===== config.mk =====
export PLATFORM = sky130hd
export DESIGN_NAME = wds_front
export DESIGN_NICKNAME = d
export VERILOG_FILES = /design/src/rtl/core/wds_pkg.sv /design/src/rtl/core/wds_front.sv
export SDC_FILE = /design/constraint.sdc
export NUM_CORES = 1
export LEC_CHECK = 0
export ABC_AREA = 1
export BUFFER_PORTS_ARGS = -buffer_cell sky130_fd_sc_hd__buf_2
export CAP_MARGIN = 20
export CORE_ASPECT_RATIO = 0.7
export CORE_UTILIZATION = 46
export CTS_CLUSTER_SIZE = 12
export DETAILED_ROUTE_END_ITERATION = 16
export PLACE_DENSITY = 0.75
export SLEW_MARGIN = 20
export SYNTH_ARGS = -nofsm -noshare
export SYNTH_HDL_FRONTEND = slang
export SYNTH_SLANG_ARGS = --single-unit

===== constraint.sdc =====
create_clock -name i_clk -period 3 [get_ports i_clk]
set_input_delay 0.3 -clock i_clk [delete_from_list [all_inputs] [get_ports i_clk]]
set_output_delay 0.3 -clock i_clk [all_outputs]
set_load 0.05 [all_outputs]

===== src/rtl/core/wds_pkg.sv =====
`timescale 1ns / 1ps
// ---------------------------------------------------------------------------
// wds_pkg
// shared types and constants of the weighted destination sampler
// ---------------------------------------------------------------------------
package wds_pkg;

    localparam int ROW_W  = 6;
    localparam int WVAL_W = 16;
    localparam int DRAW_W = 16;
    localparam int TP_W   = 17;
    localparam int CIU_W  = 7;
    localparam int CFG_W  = 17;
    localparam int BIT_W  = 4;

    localparam int QDEPTH = 2;
    localparam int QPTR_W = 1;
    localparam int QCNT_W = 2;

    localparam logic OP_WRITE  = 1'b0;
    localparam logic OP_SAMPLE = 1'b1;

    localparam logic CFG_TRAVEL_PROB = 1'b0;
    localparam logic CFG_CITIES      = 1'b1;

    // one classified word waiting for the back end
    typedef struct packed {
        logic              is_sample;
        logic              go;
        logic [ROW_W-1:0]  row;
        logic [ROW_W-1:0]  col;
        logic [WVAL_W-1:0] wval;
        logic [DRAW_W-1:0] where_draw;
    } t_qent;

    typedef enum logic [1:0] {
        ST_IDLE,
        ST_SUM,
        ST_GOAL,
        ST_SEARCH
    } t_bstate;

endpackage


===== src/rtl/core/wds_front.sv =====
`timescale 1ns / 1ps
// ---------------------------------------------------------------------------
// wds_front
// accepts command words, classifies them and queues them for the back end
// ---------------------------------------------------------------------------
module wds_front #(
    parameter int CITY_COUNT = 64,
    parameter int CNT_W      = 7
) (
    input  logic                         i_clk,
    input  logic                         i_rst_n,
    input  logic                         start,
    output logic                         busy,
    input  logic                         i_opcode,
    input  logic [wds_pkg::ROW_W-1:0]    i_source_city,
    input  logic [wds_pkg::ROW_W-1:0]    i_target_column,
    input  logic [wds_pkg::WVAL_W-1:0]   i_weight_value,
    input  logic [wds_pkg::DRAW_W-1:0]   i_stay_draw,
    input  logic [wds_pkg::DRAW_W-1:0]   i_where_draw,
    input  logic [wds_pkg::TP_W-1:0]     i_travel_prob,
    input  logic [CNT_W-1:0]             i_span,
    output logic                         o_q_vld,
    output wds_pkg::t_qent               o_q_ent,
    input  logic                         i_q_pop
);
    import wds_pkg::*;

    t_qent              r_q [QDEPTH];
    logic [QPTR_W-1:0]  r_wp;
    logic [QPTR_W-1:0]  r_rp;
    logic [QCNT_W-1:0]  r_cnt;
    t_qent              cls;
    logic               push;
    logic               pop;
    logic               row_ok;
    logic               col_ok;

    assign row_ok = int'(i_source_city) < CITY_COUNT;
    assign col_ok = int'(i_target_column) < CITY_COUNT;

    always_comb begin
        cls.is_sample  = (i_opcode == OP_SAMPLE);
        cls.row        = i_source_city;
        cls.col        = i_target_column;
        cls.wval       = i_weight_value;
        cls.where_draw = i_where_draw;
        if (i_opcode == OP_SAMPLE) begin
            cls.go = ({1'b0, i_stay_draw} < i_travel_prob) && row_ok && (i_span != '0);
        end else begin
            cls.go = row_ok && col_ok;
        end
    end

    assign busy    = (r_cnt == QCNT_W'(QDEPTH)) || !i_rst_n;
    assign push    = start && !busy;
    assign pop     = i_q_pop && o_q_vld;
    assign o_q_vld = (r_cnt != '0);
    assign o_q_ent = r_q[r_rp];

    always_ff @(posedge i_clk) begin
        if (!i_rst_n) begin
            r_wp  <= '0;
            r_rp  <= '0;
            r_cnt <= '0;
        end else begin
            if (push) begin
                r_wp <= r_wp + 1'b1;
            end
            if (pop) begin
                r_rp <= r_rp + 1'b1;
            end
            unique case ({push, pop})
                2'b10:   r_cnt <= r_cnt + 1'b1;
                2'b01:   r_cnt <= r_cnt - 1'b1;
                default: r_cnt <= r_cnt;
            endcase
        end
    end

    always_ff @(posedge i_clk) begin
        if (push) begin
            r_q[r_wp] <= cls;
        end
    end

endmodule


==> impl_results.md, run 1 <==
- Maxcap violations: 0
- Worst min path class: in2reg
- Final wirelength: between 7000 and 8000 um
- Worst relative slew slack: a little under three fifths
- Largest net degree at the start of global routing: 47
- Setup slack, reg-to-reg: 1.15 ns
- CP Capture Type: output port
- Clk sinks: 97
- Inst Count DP: 512
- Inserted Clock Buffers: 9
- Crit path required time: ~2.7 ns
- H-tree level count: 3
- Total Routing Usage GR: roughly 15%
- Combinational share of power: 22.1%
- Worst path top cell family by delay: buffers and inverters
- Slowest cell delay on critical path: about 0.39 ns
- Worst path arrival time: 1.65 ns
- Antenna violations before repair: 0
- Die area: 0.00953 sq mm
- FF+latch count, synth: 97
- Most frequent cells in the layout: buf_2, edfxtp_1, mux2_4
- Pins Over Slew Limit: 0
- Final worst setup slack: between 1 and 1.5 ns
- Status: completed
- First-pass GRT wire length: roughly 11000 um
- Syn_nets: about 360
- Minimum clock period: 1.95 ns
- Share of cells above drive strength 1: between 50 and 60%
- Sw Share: ~29%
- Post-CTS Resized: 0
- Buffers & Inverters on Critical Path: 2
- Avg Cell Area, Syn: approximately 16 sq um
- Cell-internal power: roughly 2.5 mW
- Clock Skews: ~0.0027 ns
- Worst hold slack: 0.149 ns
- DR WL/cell: 13.5 um
- CTS Buffer Depth: 2
- Vias/cell: between 4 and 5
- Final period util: between 60 and 70%
- Worst VDD drop: approximately 0.00042 V
- Final setup vio count: 0
- Clock latency at the later pin of the worst-skew pair: between 0.3 and 0.4 ns
- Fillcell total: 676
- Crit Path Max Fanout: 25
- GRT Residual Overflow: 0
- Post-Place Setup Slack: approximately 1.2 ns
- Num rows: 28
- Die height: between 80 and 90 um
- Die width: approximately 120 um
- Commonest non-fill, non-tap cell in the layout: buf_2
- Routed via count: ~2400
- Flop pwr share: between 40% and 50%
- CTS hold repair buffers: 0
- Clk root buf: clkbuf_16
- Lkg Pwr: approximately 2.3 nW
- Met3 Usage GRT: 7.16%
- Maximum clock rate: approximately 510 MHz
- Netlist cell types: 17
- GP Congestion: 0.687
- Cell Count, Final, Fillers Out: 528
- Stages on the worst setup path: 3
- Busiest grt layer: met2
- Initial DRT Pass Iterations: 4
- Hpwl dp: a little over 5000 um
- Worst-Margin Slew: ~0.64 ns
- Setup CP Type: reg2out
- Area grow syn2layout: 25.8%
- Fin Setup TNS: 0 ns
- Nets: 508
- IO Pins: between 100 and 150
- Reg clk slew, reported paths: approximately 0.060 ns
- Met2 usage: ~25%
- Path depth of the worst reg2reg path: 5
- YS warnings: 0
- Drt drc: 0
- IO buf count: ~140
- Number of global-route vias before repair: about 2300
- Seq/Total Area, Yosys: about two thirds
- Area share of the largest cell type after synthesis: around two thirds
- Diode count: 0
- Startpoint types: register
- Detail Route Antenna Nets: 0
- Switching pwr: about 0.99 mW
- PwrDens: about 650 mW/mm^2
- Final Hold Violating Endpoints: 0
- Setup Fix Bufs, Post-CTS: 0
- Core Area: about 0.0087 sq mm
- Area leader, netlist: edfxtp_1
- TritonCTS clock tree: yes
- Initial Util: approximately 49%
- Met1 Usage GRT: between 10% and 20%
- Crit-path slowest cell: mux2_2
- Post-Synthesis Cells: between 200 and 300
- Synth top area cells: edfxtp_1, mux2_4, ha_1, inv_1, nand2_1
- Crit path cell chain: buf_4 -> mux2_2 -> buf_2
- Final instance area: 0.00529 sq mm
- Cell Area, Synth: ~0.0042 sq mm
- Area after DPL: about 0.005 sq mm
- RSZ-0062 raised after global routing: no
- 1st-iter DRT viols: between 90 and 100
- Clock power share: around a third
- Hold depth: 1
[power by group through the flow]
stage	Sequential [mW]	Combinational [mW]	Clock, mW
2_1_floorplan	1.60	0.626	0
3_3_place_gp	1.60	0.763	0
3_5_place_dp	1.60	0.774	0
4_1_cts	1.58	0.776	1.15
5_1_grt	1.58	0.817	1.20
6_report	1.57	0.766	1.12
[layer usage]
layer	wire, um	vias up	share of wire (%)
met5	0	-	0
met1	3100	1119	44
li1	-	1214	-
met4	94	0	1.3
met2	3300	93	46
met3	608	12	8.6
[area by class of cell]
cell class	instances	area (sq um)	area share, %
clock buffers	10	229	4.33
clock inverters	6	67.6	1.28
inverters	31	116	2.20
multi-input cells	124	1150	21.7
flip-flops and latches	97	2860	54.2
well taps	120	150	2.84
repair buffers	140	711	13.4
[kinds of logic (layout without fill, tap and decap cells)]
group | count (synthesis) | count (layout) | share of synthesized area (%)
AOI/OAI and AO/OA | 18 | 18 | 2.20
DFF | 97 | 97 | 68.1
buffers and inverters | 36 | 187 | 4.94
muxes | 46 | 46 | 15.9
and+or+nand+nor | 44 | 44 | 4.08
adders and majority gates | 16 | 16 | 4.76
[registers in the layout (all words and copies together) (netlist names), named ones only]
name   cells
r_rp       1
r_wp       1
r_cnt      2
r_q       92
[through the flow]
step	power [mW]	utilization, %
finish	3.46	61.1
global placement	2.36	57.6
floorplan	2.23	-
CTS	3.51	61.1
global route	3.60	61.1
detailed placement	2.38	57.6
[worst paths after layout]
| check | start | endpoint |
|---|---|---|
| worst max register to register | r_cnt[0]$_SDFFE_PN0P_ | r_q[1][2]$_DFFE_PP_ |
| worst min register to register | r_rp$_SDFFE_PN0P_ | r_rp$_SDFFE_PN0P_ |
| worst min-delay path | i_source_city[3] | r_q[1][41]$_DFFE_PP_ |
| worst max-delay path | register | o_q_ent[0] |
[synthesized netlist by cell type]
cell / number
buf_6: 1
nor3_1: 1
a21oi_1: 10
inv_2: 2
dfxtp_1: 5
buf_12: 4
edfxtp_1: 92
o21ai_0: 6
mux2_2: 6
nor2_1: 10
nand2_1: 29
mux2_4: 40
inv_1: 29
o21ai_1: 1
ha_1: 16
a21o_1: 1
nand3_1: 4
(Power assumes the default switching activity.)
==> inputs of run 2 (changes only) <==
--- a/config.mk
+++ b/config.mk
@@ -5,11 +5,11 @@
 export SDC_FILE = /design/constraint.sdc
 export NUM_CORES = 1
 export LEC_CHECK = 0
-export ABC_AREA = 1
+export ABC_AREA = 0
 export BUFFER_PORTS_ARGS = -buffer_cell sky130_fd_sc_hd__buf_2
 export CAP_MARGIN = 20
 export CORE_ASPECT_RATIO = 0.7
-export CORE_UTILIZATION = 46
+export CORE_UTILIZATION = 45
 export CTS_CLUSTER_SIZE = 12
 export DETAILED_ROUTE_END_ITERATION = 16
 export PLACE_DENSITY = 0.75
==> constraint.sdc (replaced) <==
create_clock -name i_clk -period 1.68 [get_ports i_clk]
set_input_delay 0.168 -clock i_clk [delete_from_list [all_inputs] [get_ports i_clk]]
set_output_delay 0.168 -clock i_clk [all_outputs]
set_load 0.05 [all_outputs]
==> impl_results.md, run 2 <==
- Lkg Pwr: 2.09 nW (-9.1%)
- Final period util: a little over nine tenths
- Busiest grt layer: met2
- CTS Buffer Depth: 2 (unchanged)
- Detail Route Antenna Nets: 0 (unchanged)
- Hpwl dp: 4960 um (-1.3%)
- Number of global-route vias before repair: 2405 (+5.4%)
- Clock power share: 25.1% (-7.3 points)
- Met2 usage: 27.8% (+3.0 points)
- IO Pins: 137 (unchanged)
- Crit Path Max Fanout: 15 (-40%)
- Worst path arrival time: 1.47 ns (-0.18 ns)
- Cell Count, Final, Fillers Out: 501 (-5.1%)
- Met1 Usage GRT: 17.2% (-1.2 points)
- Commonest non-fill, non-tap cell in the layout: buf_2
- Vias/cell: 4.81 (+4.2%)
- Largest family of logic cells by synthesized area: multiplexers
- Worst relative slew slack: 76.6% (+19 points)
- Status: completed
- Synth Area in Compound Gates: 3.09% (+0.88 points)
- Initial Util: 46.4% (-2.2 points)
- Final instance area: 0.00527 sq mm (-0.26%)
- Cell Area, Synth: 0.00393 sq mm (-6.4%)
- GRT Residual Overflow: 0 (unchanged)
- Final worst setup slack: 0.0460 ns (-1.00 ns)
- DR WL/cell: 14.6 um (+8.3%)
- Die area: 0.00913 sq mm (-4.2%)
- Startpoint types: register
- Syn_nets: 329 (-9.1%)
- Reg clk slew, reported paths: 0.07 ns (about the same)
- Netlist cell types: 28 (+11)
- FF+latch count, synth: 97 (unchanged)
- Avg Cell Area, Syn: 17.6 sq um (+7.4%)
- Ys async rst share: 0% (unchanged)
- Routed via count: 2410 (-1.1%)
- Most frequent cells in the layout: buf_2, edfxtp_1, mux2_2
- Nets: 481 (-5.3%)
- Inserted Clock Buffers: 9 (unchanged)
- Maxcap violations: 0 (unchanged)
- Die width: 114 um (-2.1%)
- Largest reg by FF count: r_q
- Maximum clock rate: 612 MHz
- RSZ-0062 raised after global routing: yes
- Area leader, netlist: edfxtp_1
- Max FFs per register: 92 (unchanged)
- Slowest cell delay on critical path: 0.40 ns (about the same)
- Most frequent cell after synthesis: edfxtp_1
- Area share of the largest cell type after synthesis: 70.2% (+4.5 points)
- Clk root buf: clkbuf_16
- Area grow syn2layout: 34.0%
- Commonest cells in the netlist: edfxtp_1, mux2_2, inv_1
- Initial DRT Pass Iterations: 4 (unchanged)
- Finished Core Util: 62.2% (+1.1 points)
- Minimum clock period: ~1.6 ns
- Worst VDD drop: 0.000553 V (+33%)
- Total Routing Usage GR: 15.8% (+0.34 points)
- Fin Setup TNS: 0 ns (unchanged)
- Core Area: 0.00848 sq mm (-2.0%)
- Final Hold Violating Endpoints: 0 (unchanged)
- TritonCTS clock tree: yes
- Post-synth top flop: edfxtp_1
- Post-Synthesis Cells: 224 (-13%)
- Clk sinks: 97 (unchanged)
- Drt drc: 0 (unchanged)
- Synth top area cells: edfxtp_1, mux2_2, ha_1, dfxtp_1, inv_1
- Final wirelength: 7300 um (+2.8%)
- Post-Place Setup Slack: -0.141 ns (-1.30 ns)
- Final setup vio count: 0 (unchanged)
- YS warnings: 0 (unchanged)
- Pins Over Slew Limit: 0 (unchanged)
- H-tree level count: 3 (unchanged)
- Clock Skews: 0.00544 ns (+0.00277 ns)
- Switching pwr: 2.66 mW (+170%)
- Setup Fix Bufs, Post-CTS: 0 (unchanged)
- Share of cells above drive strength 1: 55.6% (+5.2 points)
- Mux cell area share after synthesis: 13.2% (-2.7 points)
- Worst min path class: in2reg
- Num rows: 28 (unchanged)
- Inst Count DP: 482 (-5.9%)
- Clock latency at the later pin of the worst-skew pair: 0.33 ns (about the same)
- 1st-iter DRT viols: 82 (-13%)
- Area after DPL: 0.00486 sq mm (-2.5%)
- Setup CP Type: reg2out
- Post-Synth Simple-Gate Area: 2.96% (-1.1 points)
- CP Capture Type: output port
- Crit path cell chain: clkbuf_16 -> mux2_2 -> buf_4
- Fraction of the mapped netlist area in adder cells: 5.09% (+0.33 points)
- Met3 Usage GRT: 6.26% (-0.89 points)
- Sw Share: 35.4% (+6.7 points)
- GP Congestion: 0.743 (+8.2%)
- IO buf count: 136 (unchanged)
- Synth Area in XOR/XNOR: 0.668% (+0.67 points)
- Largest net degree at the start of global routing: 48 (+2.1%)
- Crit-path slowest cell: dfxtp_4
- Diode count: 0 (unchanged)
- Flop pwr share: 38.8% (-6.7 points)
- Combinational share of power: 36.1% (+14 points)
- Die height: 80.2 um (-2.1%)
- Seq/Total Area, Yosys: 72.8% (+4.7 points)
- Cell-internal power: 4.86 mW (+97%)
- First-pass GRT wire length: 10700 um (+0.78%)
- Post-synth EDFFs: 92 (unchanged)
- Worst-Margin Slew: 0.342 ns (-0.297 ns)
- Registers with the most flip-flops: r_q (92), r_cnt (2)
- Crit path required time: 1.51 ns (-1.19 ns)
- Antenna violations before repair: 0 (unchanged)
- PwrDens: 1430 mW/mm^2 (+120%)
## run 2: cell types whose count changed in the layout (fill, tap and decap cells not counted), sizes merged, moves of 3 or more
cell	previous run	this run
nor2	10	2
a21oi	10	5
xnor2	0	3
nor2b	0	3
o21ai	7	4
clkbuf	10	13
and2	0	3
inv	32	19
nand2	29	3
a211oi	0	3
## run 2: power by group through the flow
stage                     sequential, mW  clock, mW  combinational, mW
after floorplan                     2.94          0               1.93
after global placement              2.95          0               2.53
after detailed placement            2.96          0               2.54
after CTS                           2.91       1.94               2.57
after global routing                2.94       2.03               2.87
final                               2.92       1.89               2.71
## run 2: final timing paths
check	from	to	slack, ns	cells after the start
max	register	o_q_ent[31]	0.05	3
min reg2reg	r_cnt[1]$_SDFFE_PN0P_	r_cnt[1]$_SDFFE_PN0P_	0.50	2
max reg2reg	r_cnt[1]$_SDFFE_PN0P_	r_cnt[1]$_SDFFE_PN0P_	0.11	6
min	i_weight_value[4]	r_q[1][20]$_DFFE_PP_	0.02	1
## run 2: what timing repair did
item                       CTS  global route
pin swaps                    0             1
cloned                       0             1
hold buffers                 0             2
gates resized for setup      3            44
hold endpoints to repair     0             3
setup endpoints to repair    3            31
## run 2: metrics by stage
stage                     total power [mW]  hold WS [ns]
final                                 7.52        0.0199
after detailed placement              5.51         0.360
after floorplan                       4.88         0.267
after global routing                  7.83     -0.000156
after global placement                5.48         0.356
after CTS                             7.41       0.00672
## run 2: logic make-up (layout without fill, tap and decap cells)
group	after synthesis	count (layout)
AO/OA/AOI/OAI	19	19
XOR/XNOR	3	3
adder cells (fa/ha/maj)	16	16
buffers and inverters	22	179
flip-flops	97	97
multiplexers	46	46
AND/OR/NAND/NOR	21	21
## run 2: cell type report
class / instances / area [sq um]
inverters: 17 / 63.8
fillers: 663 / 3210
repair buffers: 146 / 896
multi-input cells: 105 / 1010
flip-flops and latches: 97 / 2870
well taps: 120 / 150
clock inverters: 6 / 51.3
clock buffers: 10 / 229
## run 2: critical path: cells and delay by family (launching register included)
kind     cells  cell delay (ns)
buf+inv      2             0.38
mux          1             0.35
flops        1             0.40
## run 2: routing by layer
layer	vias up	routed length (um)
met5	-	0
met1	1136	3070
li1	1161	-
met3	7	561
met4	0	56
met2	106	3610
